## src/rtl/report_block_scheduler_assert.svh

```systemverilog
// Assertion macros for the report block scheduler.
// Used by the modules that check their own control logic.
`ifndef REPORT_BLOCK_SCHEDULER_ASSERT_SVH
`define REPORT_BLOCK_SCHEDULER_ASSERT_SVH
`ifndef ASSERT_OFF
`define RBS_ASSERT_IMP(label, clk, rst, a, b) \
  label: assert property (@(posedge clk) disable iff (rst) (a) |-> (b)) \
    else $error("implication check failed");
`define RBS_ASSERT_NXT(label, clk, rst, a, b) \
  label: assert property (@(posedge clk) disable iff (rst) (a) |=> (b)) \
    else $error("next-cycle check failed");
`else
`define RBS_ASSERT_IMP(label, clk, rst, a, b)
`define RBS_ASSERT_NXT(label, clk, rst, a, b)
`endif
`endif

```

## src/rtl/rbs_pkg.sv

```systemverilog
// Shared types and codes for the report block scheduler.
// No dependencies.
package rbs_pkg;

  localparam int unsigned ADDRESSABLE = 16;
  localparam int unsigned CFG_INDEX_W = 2;

  localparam logic [CFG_INDEX_W-1:0] CFG_ENTRY_COUNT = 2'd0;
  localparam logic [CFG_INDEX_W-1:0] CFG_MIN_PERIOD  = 2'd1;

  localparam logic [2:0] F_SET_ENABLE  = 3'd0;
  localparam logic [2:0] F_SET_TRIGGER = 3'd1;
  localparam logic [2:0] F_SET_PERIOD  = 3'd2;
  localparam logic [2:0] F_REQUEST_GI  = 3'd3;
  localparam logic [2:0] F_POLL_DUE    = 3'd4;
  localparam logic [2:0] F_COMMIT      = 3'd5;

  localparam logic [2:0] ST_OK          = 3'd0;
  localparam logic [2:0] ST_RANGE       = 3'd1;
  localparam logic [2:0] ST_DENIED      = 3'd2;
  localparam logic [2:0] ST_INVALID     = 3'd3;
  localparam logic [2:0] ST_UNAVAILABLE = 3'd4;
  localparam logic [2:0] ST_STALE       = 3'd5;

  localparam logic [1:0] R_NONE      = 2'd0;
  localparam logic [1:0] R_GI        = 2'd1;
  localparam logic [1:0] R_INTEGRITY = 2'd2;

  localparam logic [31:0] TRIG_ALLOWED   = 32'h0000_007C;
  localparam logic [7:0]  TRIG_INTEGRITY = 8'h08;

  typedef struct packed {
    logic [2:0]  func;
    logic [3:0]  entry_index;
    logic        enable_flag;
    logic [31:0] setting_value;
    logic [63:0] now_ms;
    logic [31:0] plan_revision;
    logic [7:0]  plan_sequence;
    logic [1:0]  plan_reason;
  } req_t;

  typedef struct packed {
    logic [2:0]  status;
    logic        due_found;
    logic [3:0]  due_index;
    logic [31:0] due_revision;
    logic [7:0]  due_sequence;
    logic [1:0]  due_reason;
  } rsp_t;

  // request with its classification, as queued between front and back
  typedef struct packed {
    req_t req;
    logic bad_func;
    logic bad_index;
  } qent_t;

endpackage

```

## src/rtl/rbs_front.sv

```systemverilog
// Front end: takes requests, classifies them, queues two deep.
// Depends on rbs_pkg.
module rbs_front import rbs_pkg::*; (
  input  logic       clk,
  input  logic       rst,
  input  logic [4:0] live_count,
  input  logic       req_valid,
  output logic       req_stall,
  input  req_t       req,
  output logic       q_valid,
  output qent_t      q_data,
  input  logic       q_pop
);

  qent_t      slots [2];
  logic       wr_ptr;
  logic       rd_ptr;
  logic [1:0] fill;
  logic       push;
  qent_t      cls;

  assign req_stall = (fill == 2'd2);
  assign push      = req_valid && !req_stall;
  assign q_valid   = (fill != 2'd0);
  assign q_data    = slots[rd_ptr];

  always_comb begin
    cls.req       = req;
    cls.bad_func  = (req.func > F_COMMIT);
    cls.bad_index = (req.func != F_POLL_DUE) && ({1'b0, req.entry_index} >= live_count);
  end

  always_ff @(posedge clk) begin
    if (push) begin
      slots[wr_ptr] <= cls;
    end
    if (rst) begin
      wr_ptr <= 1'b0;
      rd_ptr <= 1'b0;
      fill   <= 2'd0;
    end else begin
      if (push) wr_ptr <= !wr_ptr;
      if (q_pop) rd_ptr <= !rd_ptr;
      fill <= fill + {1'b0, push} - {1'b0, q_pop};
    end
  end

endmodule

```

## src/rtl/rbs_back.sv

```systemverilog
// Back end: entry table, operation sequencer, poll scan and result register.
// Depends on rbs_pkg and report_block_scheduler_assert.svh.
`include "report_block_scheduler_assert.svh"
module rbs_back import rbs_pkg::*; #(
  parameter int unsigned MAX_ENTRIES = 16
) (
  input  logic        clk,
  input  logic        rst,
  input  logic [4:0]  live_count,
  input  logic [31:0] min_period,
  input  logic        q_valid,
  input  qent_t       q_data,
  output logic        q_pop,
  output logic        rsp_valid,
  input  logic        rsp_stall,
  output rsp_t        rsp
);

  localparam int unsigned DEPTH = (MAX_ENTRIES < ADDRESSABLE) ? MAX_ENTRIES : ADDRESSABLE;
  localparam int unsigned IW    = (DEPTH > 1) ? $clog2(DEPTH) : 1;

  typedef enum logic [3:0] {
    S_IDLE = 4'b0001,
    S_PREP = 4'b0010,
    S_EXEC = 4'b0100,
    S_SCAN = 4'b1000
  } state_t;

  state_t      state;
  qent_t       cur;
  logic [4:0]  scan_idx;
  logic        scan_pass;
  logic [31:0] effp;

  logic        en_r    [DEPTH];
  logic        pend_r  [DEPTH];
  logic        armed_r [DEPTH];
  logic [63:0] due_r   [DEPTH];
  logic [7:0]  seq_r   [DEPTH];
  logic [31:0] rev_r   [DEPTH];
  logic [7:0]  trig_r  [DEPTH];
  logic [31:0] per_r   [DEPTH];

  logic [IW-1:0] raddr;
  logic          rd_en, rd_pend, rd_armed;
  logic [63:0]   rd_due;
  logic [7:0]    rd_seq, rd_seq1;
  logic [31:0]   rd_rev, rd_rev1, rd_per;
  logic [7:0]    rd_trig;

  logic          wr;
  logic          n_en, n_pend, n_armed;
  logic [63:0]   n_due;
  logic [7:0]    n_seq, n_trig;
  logic [31:0]   n_rev, n_per;

  logic          emit;
  rsp_t          emit_data;
  logic [64:0]   sum;
  logic [63:0]   due_sat;
  logic          arm_ok;
  logic          hit, last, plan_ok;

  assign raddr    = (state == S_SCAN) ? scan_idx[IW-1:0] : cur.req.entry_index[IW-1:0];
  assign rd_en    = en_r[raddr];
  assign rd_pend  = pend_r[raddr];
  assign rd_armed = armed_r[raddr];
  assign rd_due   = due_r[raddr];
  assign rd_seq   = seq_r[raddr];
  assign rd_rev   = rev_r[raddr];
  assign rd_trig  = trig_r[raddr];
  assign rd_per   = per_r[raddr];
  assign rd_seq1  = rd_seq + 8'd1;
  assign rd_rev1  = (rd_rev == 32'hFFFF_FFFF) ? 32'd1 : rd_rev + 32'd1;

  assign sum     = {1'b0, cur.req.now_ms} + {33'd0, effp};
  assign due_sat = sum[64] ? 64'hFFFF_FFFF_FFFF_FFFF : sum[63:0];
  assign arm_ok  = ((rd_trig & TRIG_INTEGRITY) != 8'd0) && (effp != 32'd0);

  assign hit  = scan_pass ? (rd_en && rd_armed && (cur.req.now_ms >= rd_due))
                          : (rd_en && rd_pend);
  assign last = ((scan_idx + 5'd1) >= live_count);

  always_comb begin
    plan_ok = rd_en && (cur.req.plan_revision == rd_rev) && (cur.req.plan_sequence == rd_seq1);
    case (cur.req.plan_reason)
      R_GI:        plan_ok = plan_ok && rd_pend;
      R_INTEGRITY: plan_ok = plan_ok && rd_armed;
      default:     plan_ok = 1'b0;
    endcase
  end

  always_comb begin
    q_pop     = 1'b0;
    emit      = 1'b0;
    emit_data = '0;
    wr        = 1'b0;
    n_en      = rd_en;
    n_pend    = rd_pend;
    n_armed   = rd_armed;
    n_due     = rd_due;
    n_seq     = rd_seq;
    n_rev     = rd_rev;
    n_trig    = rd_trig;
    n_per     = rd_per;
    case (state)
      S_IDLE: begin
        if (q_valid && !rsp_valid) begin
          q_pop = 1'b1;
          if (q_data.bad_func) begin
            emit = 1'b1;
            emit_data.status = ST_INVALID;
          end else if (q_data.bad_index) begin
            emit = 1'b1;
            emit_data.status = ST_RANGE;
          end
        end
      end
      S_EXEC: begin
        emit = 1'b1;
        case (cur.req.func)
          F_SET_ENABLE: begin
            if (rd_en != cur.req.enable_flag) begin
              wr     = 1'b1;
              n_en   = cur.req.enable_flag;
              n_pend = 1'b0;
              n_rev  = rd_rev1;
              if (cur.req.enable_flag) begin
                n_seq   = 8'd0;
                n_armed = arm_ok;
                n_due   = arm_ok ? due_sat : 64'd0;
              end else begin
                n_armed = 1'b0;
                n_due   = 64'd0;
              end
            end
          end
          F_SET_TRIGGER: begin
            if (rd_en) begin
              emit_data.status = ST_DENIED;
            end else if ((cur.req.setting_value & ~TRIG_ALLOWED) != 32'd0) begin
              emit_data.status = ST_INVALID;
            end else if (rd_trig != cur.req.setting_value[7:0]) begin
              wr     = 1'b1;
              n_trig = cur.req.setting_value[7:0];
              n_rev  = rd_rev1;
            end
          end
          F_SET_PERIOD: begin
            if (rd_en) begin
              emit_data.status = ST_DENIED;
            end else if (rd_per != cur.req.setting_value) begin
              wr    = 1'b1;
              n_per = cur.req.setting_value;
              n_rev = rd_rev1;
            end
          end
          F_REQUEST_GI: begin
            if (!rd_en) begin
              emit_data.status = ST_UNAVAILABLE;
            end else if (!rd_pend) begin
              wr     = 1'b1;
              n_pend = 1'b1;
              n_rev  = rd_rev1;
            end
          end
          F_COMMIT: begin
            if (!plan_ok) begin
              emit_data.status = ST_STALE;
            end else begin
              wr    = 1'b1;
              n_seq = cur.req.plan_sequence;
              n_rev = rd_rev1;
              if (cur.req.plan_reason == R_GI) begin
                n_pend = 1'b0;
              end else begin
                n_armed = arm_ok;
                n_due   = arm_ok ? due_sat : 64'd0;
              end
            end
          end
          default: emit_data.status = ST_INVALID;
        endcase
      end
      S_SCAN: begin
        if (live_count == 5'd0) begin
          emit = 1'b1;
        end else if (hit) begin
          emit = 1'b1;
          emit_data.due_found    = 1'b1;
          emit_data.due_index    = scan_idx[3:0];
          emit_data.due_revision = rd_rev;
          emit_data.due_sequence = rd_seq1;
          emit_data.due_reason   = scan_pass ? R_INTEGRITY : R_GI;
        end else if (last && scan_pass) begin
          emit = 1'b1;
        end
      end
      default: ;
    endcase
  end

  always_ff @(posedge clk) begin
    if (rst) begin
      state     <= S_IDLE;
      rsp_valid <= 1'b0;
      scan_idx  <= 5'd0;
      scan_pass <= 1'b0;
      for (int i = 0; i < DEPTH; i++) begin
        en_r[i]    <= 1'b0;
        pend_r[i]  <= 1'b0;
        armed_r[i] <= 1'b0;
        due_r[i]   <= 64'd0;
        seq_r[i]   <= 8'd0;
        rev_r[i]   <= 32'd1;
        trig_r[i]  <= 8'd0;
        per_r[i]   <= 32'd0;
      end
    end else begin
      if (emit) begin
        rsp_valid <= 1'b1;
      end else if (rsp_valid && !rsp_stall) begin
        rsp_valid <= 1'b0;
      end
      if (wr) begin
        en_r[raddr]    <= n_en;
        pend_r[raddr]  <= n_pend;
        armed_r[raddr] <= n_armed;
        due_r[raddr]   <= n_due;
        seq_r[raddr]   <= n_seq;
        rev_r[raddr]   <= n_rev;
        trig_r[raddr]  <= n_trig;
        per_r[raddr]   <= n_per;
      end
      case (state)
        S_IDLE: begin
          if (q_pop && !emit) begin
            scan_idx  <= 5'd0;
            scan_pass <= 1'b0;
            state     <= (q_data.req.func == F_POLL_DUE) ? S_SCAN : S_PREP;
          end
        end
        S_PREP: state <= S_EXEC;
        S_EXEC: state <= S_IDLE;
        S_SCAN: begin
          if (emit) begin
            state <= S_IDLE;
          end else if (last) begin
            scan_idx  <= 5'd0;
            scan_pass <= 1'b1;
          end else begin
            scan_idx <= scan_idx + 5'd1;
          end
        end
        default: state <= S_IDLE;
      endcase
    end
  end

  // payload registers
  always_ff @(posedge clk) begin
    if (q_pop) cur <= q_data;
    if (emit) rsp <= emit_data;
    if (state == S_PREP) begin
      effp <= (rd_per == 32'd0) ? 32'd0 : ((rd_per < min_period) ? min_period : rd_per);
    end
  end

  `RBS_ASSERT_IMP(a_emit_slot_free, clk, rst, emit, !rsp_valid)
  `RBS_ASSERT_IMP(a_found_reason, clk, rst, emit && emit_data.due_found,
                  emit_data.due_reason == R_GI || emit_data.due_reason == R_INTEGRITY)
  `RBS_ASSERT_IMP(a_rev_nonzero, clk, rst, state == S_EXEC, rd_rev != 32'd0)
  `RBS_ASSERT_IMP(a_scan_in_range, clk, rst, state == S_SCAN && live_count != 5'd0,
                  scan_idx < live_count)
  `RBS_ASSERT_NXT(a_exec_after_prep, clk, rst, state == S_PREP, state == S_EXEC)

endmodule

```

## src/rtl/report_block_scheduler.sv

```systemverilog
// Report block scheduler: a table of up to sixteen report control entries.
// Each request performs one operation and returns exactly one response. The
// back end takes a request only while its response register is empty. A
// request refused by the front classification (unknown operation, index out
// of range) gets its response straight from the back end's idle state. Set,
// request and commit operations pass through take, period read and execute.
// A poll is taken and then walks the table one entry per cycle,
// interrogation pass first and then integrity pass, and ends at the first
// due entry, after the integrity pass, or with an empty response when no
// entries are in use. The entry table has a single read port. A two-deep
// request queue and a response register keep both sides decoupled.
// Configuration writes are always ready and take effect at once.
// Depends on rbs_pkg, rbs_front and rbs_back.
module report_block_scheduler import rbs_pkg::*; #(
  parameter int unsigned MAX_ENTRIES = 16
) (
  input  logic                   clk,
  input  logic                   rst,
  input  logic                   req_valid,
  output logic                   req_stall,
  input  req_t                   req,
  output logic                   rsp_valid,
  input  logic                   rsp_stall,
  output rsp_t                   rsp,
  input  logic                   cfg_valid,
  output logic                   cfg_ready,
  input  logic [CFG_INDEX_W-1:0] cfg_index,
  input  logic [31:0]            cfg_data
);

  localparam int unsigned DEPTH = (MAX_ENTRIES < ADDRESSABLE) ? MAX_ENTRIES : ADDRESSABLE;
  localparam logic [4:0]  DEPTH_W = 5'(DEPTH);

  logic [4:0]  entry_count;
  logic [31:0] min_period;
  logic [4:0]  live_count;
  logic        q_valid;
  logic        q_pop;
  qent_t       q_data;

  assign cfg_ready  = 1'b1;
  assign live_count = (entry_count > DEPTH_W) ? DEPTH_W : entry_count;

  always_ff @(posedge clk) begin
    if (rst) begin
      entry_count <= 5'd16;
      min_period  <= 32'd100;
    end else if (cfg_valid && cfg_ready) begin
      case (cfg_index)
        CFG_ENTRY_COUNT: entry_count <= cfg_data[4:0];
        CFG_MIN_PERIOD:  min_period  <= cfg_data;
        default: ;
      endcase
    end
  end

  rbs_front u_front (
    .clk        (clk),
    .rst        (rst),
    .live_count (live_count),
    .req_valid  (req_valid),
    .req_stall  (req_stall),
    .req        (req),
    .q_valid    (q_valid),
    .q_data     (q_data),
    .q_pop      (q_pop)
  );

  rbs_back #(
    .MAX_ENTRIES (MAX_ENTRIES)
  ) u_back (
    .clk        (clk),
    .rst        (rst),
    .live_count (live_count),
    .min_period (min_period),
    .q_valid    (q_valid),
    .q_data     (q_data),
    .q_pop      (q_pop),
    .rsp_valid  (rsp_valid),
    .rsp_stall  (rsp_stall),
    .rsp        (rsp)
  );

endmodule
```

## config.mk

```make
export PLATFORM = sky130hd
export DESIGN_NAME = report_block_scheduler
export DESIGN_NICKNAME = d
export VERILOG_FILES = /design/src/rtl/rbs_pkg.sv /design/src/rtl/rbs_front.sv /design/src/rtl/rbs_back.sv /design/src/rtl/report_block_scheduler.sv
export VERILOG_INCLUDE_DIRS = /design/src /design/src/rtl
export SDC_FILE = /design/constraint.sdc
export NUM_CORES = 2
export LEC_CHECK = 0
export BUFFER_PORTS_ARGS = -buffer_cell sky130_fd_sc_hd__buf_2
export CAP_MARGIN = 20
export CORE_UTILIZATION = 47
export DETAILED_ROUTE_END_ITERATION = 6
export REMOVE_ABC_BUFFERS = 1
export SLEW_MARGIN = 20
export SYNTH_ARGS = -nofsm -noshare
export SYNTH_HDL_FRONTEND = slang
export SYNTH_SLANG_ARGS = --single-unit
```

## constraint.sdc

```tcl
create_clock -name clk -period 14.4 [get_ports clk]
set_input_delay 2.16 -clock clk [delete_from_list [all_inputs] [get_ports clk]]
set_output_delay 2.16 -clock clk [all_outputs]
set_load 0.03 [all_outputs]
```

# After elaboration in Yosys (flattened, before gate mapping)
# Memories as Yosys holds them, arrays and structs flattened. A register that Yosys moved wholly into a read port is not among the register bits.
# Cells that the tools add are included.
# word_totals
reg_bits	280
latch_bits	0
ramBits	2648
mem_bits_ro	0
inputBits	185
out_inout_bits	53
elab_cells	248
memories	9
# classes
n_addsub	6
multipliers	0
div	0
n_lt_le_gt_ge	6
n_eq_ne	24
n_shift	0
muxes	133
bitwise_logic	2
reduce_logical	44
# mem_list
memory	depth	word_bits	read_ports	rd_clocked_by_memory_dff	wr	line_no	rtl
u_back.due_r	16	64	1	0	16	rbs_back.sv:38	logic [63:0] due_r [DEPTH];
u_back.per_r	16	32	1	0	16	rbs_back.sv:42	logic [31:0] per_r [DEPTH];
u_back.rev_r	16	32	1	0	16	rbs_back.sv:40	logic [31:0] rev_r [DEPTH];
u_front.slots	2	148	1	1	1	rbs_front.sv:15	qent_t slots [2];
u_back.seq_r	16	8	1	0	16	rbs_back.sv:39	logic [7:0] seq_r [DEPTH];
u_back.trig_r	16	8	1	0	16	rbs_back.sv:41	logic [7:0] trig_r [DEPTH];
3 more memories	-	-	-	-	-	-	
# ops
cell	count
two-way mux 32 bit	18
two-way mux 64 bit	8
one-hot mux 32 bit (5 select lines)	1
one-hot mux 64 bit (2 select lines)	1
two-way mux 8 bit	11
adder 64 x 32 -> 65 bit	1
greater-or-equal comparator 64 bit	1
nonzero test 32 bit	2
OR reduction 32 bit	2
OR reduction 64 bit	1
two-way mux 1 bit	58
two-way mux 4 bit	12
two-way mux 47 bit	1
adder 32 x 1 -> 32 bit, second input constant	1
equality test 32 bit	1
equality test 32 bit, second input constant	1
zero test 32 bit	1
< comparator 32 bit	1
inequality test 32 bit	1
two-way mux 5 bit	4
one-hot mux 8 bit (2 select lines)	1
OR reduction 8 bit	2
one-hot mux 3 bit (5 select lines)	1
logical AND 1 bit	14
other kinds (43)	70

# Depth between registers and ports, before layout
# An unclocked memory read counts as a cell.
# depth
depth_word	16
mapped_depth	32
depth_no_buf	21

# Cells and area by module
# Synthesis repeated with hierarchy kept, for this count alone.
# hier_totals
cells_unflattened	12428
hier_area_um2	140010.5
# by_module_without_submodules
mod	instances	cells_each	area_per_inst_um2	seq_area_each_um2
rbs_back	1	11758	127278.3	77694.5
rbs_front	1	502	11049.3	8988.6
report_block_scheduler	1	168	1682.9	740.7

# Worst setup path before layout
# No wires, ideal clock.
# synth_path
kind	reg-to-reg
startpoint	register u_back.state[0]
endpoint	register, netlist name u_back.rsp[0]
setup_ns	0.404
arrival_ns	15.498
required_time_ns	13.996
path_slack_ns	-1.502
stages_incl_launch_ff	8
path_buffers	0
synth_period_minus_slack_ns	15.902
cell_sequence	dfxtp_1 nor4b_1 nor3b_1 o311ai_0 and2_1 nand2_1 o21ai_0 inv_1
# synth_via
elab_chain_len	9
elab_cells_between_ends	16
classes_between	order compare (1); eq/ne (3); mux (5); reduce/logical (3); memory (4)
# synth_rtl
item	line_no	rtl
start: declaration	rbs_back.sv:29	state_t state;
start signal: assignment	rbs_back.sv:240	state <= (q_data.req.func == F_POLL_DUE) ? S_SCAN : S_PREP;
equality test 4 bit	rbs_back.sv:64, rbs_back.sv:106	
two-way mux 4 bit	rbs_back.sv:64	assign raddr = (state == S_SCAN) ? scan_idx[IW-1:0] : cur.req.entry_index[IW-1:0];
memory (16 x 64 bit), or another cell as far along	-	
greater-or-equal comparator 64 bit / logical AND 1 bit (equally long branches)	rbs_back.sv:80	assign hit = scan_pass ? (rd_en && rd_armed && (cur.req.now_ms >= rd_due))
logical AND 1 bit	rbs_back.sv:80	
two-way mux 1 bit	rbs_back.sv:80	
two-way mux 1 bit	rbs_back.sv:188	end else if (hit) begin
two-way mux 1 bit	rbs_back.sv:186	if (live_count == 5'd0) begin
one-hot mux 1 bit (3 select lines) *	rbs_back.sv:106	case (state)
net u_back.emit	rbs_back.sv:57	logic emit;
# Mark *: on every way through the listed nets, which the timed path passes. The rest lies on a longest branch.
# A chain may end at the register's enable or synchronous reset.

# Worst setup path after layout
# layout_path
startpoint	register u_back.scan_idx[1]
endpoint	register, netlist name u_back.rsp[16]
# layout_via
elab_chain_len	8
elab_cells_between_ends	17
classes_between	add/sub (1); order compare (2); mux (6); reduce/logical (4); memory (4)
# layout_rtl
item	line_no	rtl
start: declaration	rbs_back.sv:31	logic [4:0] scan_idx;
start signal: assignment	rbs_back.sv:252	scan_idx <= scan_idx + 5'd1;
two-way mux 4 bit	rbs_back.sv:64	
memory (16 x 64 bit), or another cell as far along	-	
greater-or-equal comparator 64 bit / logical AND 1 bit (equally long branches)	rbs_back.sv:80	
logical AND 1 bit	rbs_back.sv:80	
two-way mux 1 bit	rbs_back.sv:80	
two-way mux 1 bit *	rbs_back.sv:188	
two-way mux 1 bit *	rbs_back.sv:186	
one-hot mux 1 bit (3 select lines) *	rbs_back.sv:106	
net u_back.emit	rbs_back.sv:57	
# Marked as above.

==> flow_summary.json <==
{
  "gp_congestion": 0.960,
  "fin_setup_tns_ns": 0,
  "design_area_um2": 156000,
  "crit_type": "flip-flop to flip-flop",
  "p_sw_share_pct": 43.4,
  "viasPerCell": 6.57,
  "grt_antenna_before_repair": 23,
  "root_buffer": "clkbuf_16",
  "synth-async-reset-ratio_pct": 0,
  "powerDensity_nw_per_um2": 210,
  "worstMarginPinSlew_ns": 1.26,
  "synth_edf_count": 2876,
  "io_pins": 238,
  "reg2reg_depth": 24,
  "vdd_drop_max_uv": 157,
  "drt_iter0_markers": 16600,
  "clock_latency_ns": 0.96,
  "combPwrFrac_pct": 42.2,
  "grt_use_total_pct": 34.4,
  "period_share_pct": 74.3,
  "skew_ns": 0.0515,
  "cts_buffers": 320,
  "hold_path_depth": 2,
  "end_kind": "flip-flop",
  "p_leak_nw": 55.7,
  "firstDrtPassIters": 7,
  "grt_pass1_vias": 104000,
  "fmax_mhz": 93.4,
  "worstPathArrival_ns": 11.20,
  "post_cts_buffers": 0,
  "port_buffers": 236,
  "violations": "DRC",
  "htree_levels": 5,
  "cts.sinks": 2929,
  "grt_max_degree": 195,
  "hp-class": "flip-flop to flip-flop",
  "cp_max_fo": 194,
  "avgSynthCellArea_um2": 11.3,
  "worst_slew_margin_rel_pct": 15.8,
  "netSwitchingPower_mw": 14.3,
  "crit_path_start": "u_back.scan_idx[1]$_SDFFE_PP0P_",
  "nets": 12600,
  "synth_ff_type": "edfxtp_1",
  "drc_errors": 20,
  "start_kind": "flip-flop",
  "period_minus_slack_ns": 10.70,
  "ant_nets": 0,
  "cts_tree": "built",
  "place_area_um2": 146000,
  "wirelength_mm": 531,
  "r2r-end": "u_back.rsp[16]$_SDFFCE_PP0P_",
  "ys_ff_latch": 2929,
  "dpl.hpwl_mm": 309,
  "cp-endpoint": "u_back.rsp[16]$_SDFFCE_PP0P_",
  "worstReg2RegStart": "u_back.scan_idx[1]$_SDFFE_PP0P_",
  "die_w_um": 549,
  "rsz0062_at_grt": "false",
  "synth.distinct_cells": 118,
  "clkPwrFrac_pct": 25.0,
  "num_rows": 200,
  "area_growth_pct": 11.2,
  "grt.overflow.total": 0,
  "start_util_pct": 47.3,
  "num_vias": 108000,
  "cp.required_ns": 14.90,
  "status": "finished, violations left",
  "ys_seq_area_share_pct": 62.2,
  "ys_warn_count": 0,
  "netlist_instances": 12500,
  "p_seq_share_pct": 32.8,
  "netlist_area_um2": 141000,
  "reg2reg_slack_ns": 3.70,
  "wl_per_cell_um": 32.2,
  "setup_violations": 0,
  "drive_gt1_share_pct": 12.7,
  "hold_violations": 0,
  "die_area_um2": 301000,
  "p_int_mw": 18.6,
  "max-cap-violations": 0,
  "core-area_um2": 297000,
  "die_y_um": 549,
  "grt_first_pass_wirelength_mm": 749,
  "cts_resized": 0,
  "clkTransAtPathRegs_ns": 0.06,
  "slew_violations": 0,
  "cts_buffer_depth": 4,
  "hold_buffers": 0
}
-- power by group through the flow --
stage / combinational, mW / clock [mW] / sequential [mW]
finish: 13.9 / 8.21 / 10.8
global route: 14.5 / 8.57 / 10.8
CTS: 13.5 / 8.27 / 10.7
detailed placement: 13.4 / 0 / 10.9
global placement: 13.2 / 0 / 10.9
floorplan: 8.63 / 0 / 10.9
-- per-stage QoR --
step	hold slack, ns	setup slack, ns	power [mW]	instances	util (%)
floorplan	0.430	-19.33	19.6	11400	-
global placement	0.448	3.84	24.1	15900	49.0
detailed placement	0.449	4.19	24.3	15900	49.1
CTS	0.456	4.12	32.5	16500	52.6
global route	0.468	3.51	33.8	16500	52.6
finish	0.455	3.70	32.8	16500	52.6
-- how the worst min path moves through the flow --
stage,from,end,slack [ns]
2_1_floorplan,min_period[0]$_SDFFE_PP0P_,min_period[0]$_SDFFE_PP0P_,0.43
3_3_place_gp,min_period[8]$_SDFFE_PP0P_,min_period[8]$_SDFFE_PP0P_,0.45
3_5_place_dp,min_period[4]$_SDFFE_PP0P_,min_period[4]$_SDFFE_PP0P_,0.45
4_1_cts,min_period[0]$_SDFFE_PP0P_,min_period[0]$_SDFFE_PP0P_,0.46
5_1_grt,min_period[0]$_SDFFE_PP0P_,min_period[0]$_SDFFE_PP0P_,0.47
6_report,min_period[12]$_SDFFE_PP0P_,min_period[12]$_SDFFE_PP0P_,0.45
-- registers in the layout, indices dropped and copies added (netlist names), 16 cells and up, named ones only --
signal	cells
u_front.slots	296
u_back.armed_r	16
u_back.trig_r	128
u_back.pend_r	16
min_period	32
u_back.effp	32
u_back.rsp	50
u_back.cur	146
u_back.per_r	512
u_back.rev_r	512
u_back.seq_r	128
u_back.en_r	16
u_back.due_r	1024
-- logic make-up after synthesis --
logic type | after synthesis | synth area share, %
flip-flops | 2929 | 62.2
XOR/XNOR | 137 | 0.894
AND/OR/NAND/NOR | 5550 | 17.1
multiplexers | 608 | 5.62
buffers and inverters | 1292 | 3.92
other | 1 | 0.00267
AO/OA/AOI/OAI | 1806 | 9.02
adder cells (fa/ha/maj) | 144 | 1.29
-- critical path, cell delays in order, from the launching register on --
cell       delay (ns)
dfxtp_4          0.34
buf_4            0.36
buf_4            0.65
and2_4           0.65
a22o_4           0.74
buf_12           0.70
buf_4            0.83
nand2_1          0.12
nand3_1          0.12
nand3_1          0.08
nand3_1          0.12
nand2_1          0.11
ha_1             0.28
a21o_1           0.17
a21o_1           0.24
a21o_1           0.20
a2111oi_0        0.97
o41ai_2          0.42
a31o_2           0.30
o21ai_1          0.74
a311o_1          0.37
nand2_1          0.08
o21ai_1          0.69
inv_2            0.03
buf_4            0.33
-- per-layer routing --
layer  wire length (um)  track usage, %  vias up
met5                118               0        -
met4              32600            18.5       18
met3              63300            6.71     1522
met2             235000            52.8     7713
met1             200000            46.4    54000
li1                   -               -    45200
-- cell usage in the layout, fill, tap and decap left out, types with 46 or more instances in the layout --
cell | Yosys | layout
buf_2 | 312 | 236
a21o_1 | 73 | 73
xnor2_1 | 79 | 79
clkbuf_1 | 620 | 60
mux2_2 | 174 | 174
clkinv_1 | 1 | 65
nand2b_1 | 113 | 97
ha_1 | 143 | 143
o21ai_0 | 166 | 160
mux4_2 | 126 | 126
xor2_1 | 54 | 54
dfxtp_1 | 53 | 49
inv_1 | 209 | 207
clkbuf_16 | 0 | 323
a211oi_1 | 136 | 135
nor4_1 | 67 | 64
nand4_1 | 71 | 71
clkinv_2 | 0 | 53
buf_4 | 32 | 328
a21oi_1 | 613 | 604
a31oi_1 | 58 | 50
nand3_1 | 1080 | 1064
mux2i_1 | 302 | 288
edfxtp_1 | 2876 | 2876
nor3_1 | 197 | 197
a221oi_1 | 122 | 122
nor2_1 | 2114 | 2104
and3_1 | 62 | 61
a2111oi_0 | 111 | 109
nand2_1 | 1646 | 1642
a22oi_1 | 46 | 46
-- layout make-up --
| class | instances | area (um^2) |
|---|---|---|
| flip-flops and latches | 2929 | 87400 |
| inverters | 211 | 792 |
| well taps | 3939 | 4930 |
| diodes | 7 | 17.5 |
| repair buffers | 601 | 4370 |
| multi-input cells | 8246 | 48500 |
| fillers | 25800 | 141000 |
| clock buffers | 387 | 8360 |
| clock inverters | 181 | 1920 |
-- Yosys cell counts (32+ instances only) --
master	count	area, um^2
o22ai_1	44	275
edfxtp_1	2876	86400
a31oi_1	58	363
o21ai_0	166	831
xnor2_1	79	692
nand3_1	1080	5410
a22oi_1	46	345
a21o_1	73	548
mux2i_1	302	3020
inv_1	209	785
nand2b_1	113	707
dfxtp_1	53	1060
a211oi_1	136	1020
buf_1	97	364
nor4_1	67	419
a21oi_1	613	3070
a211o_1	42	368
and3_1	62	388
buf_4	32	240
buf_2	312	1560
mux4_2	126	2840
mux2_2	174	1960
a222oi_1	35	350
nand2_1	1646	6180
clkbuf_1	620	2330
a221oi_1	122	1070
nand4_1	71	444
nor3_1	197	986
a32oi_1	44	385
a2111oi_0	111	972
ha_1	143	1790
nor2_1	2114	7940
xor2_1	54	473
No activity file was read; power rests on OpenSTA's default activity.
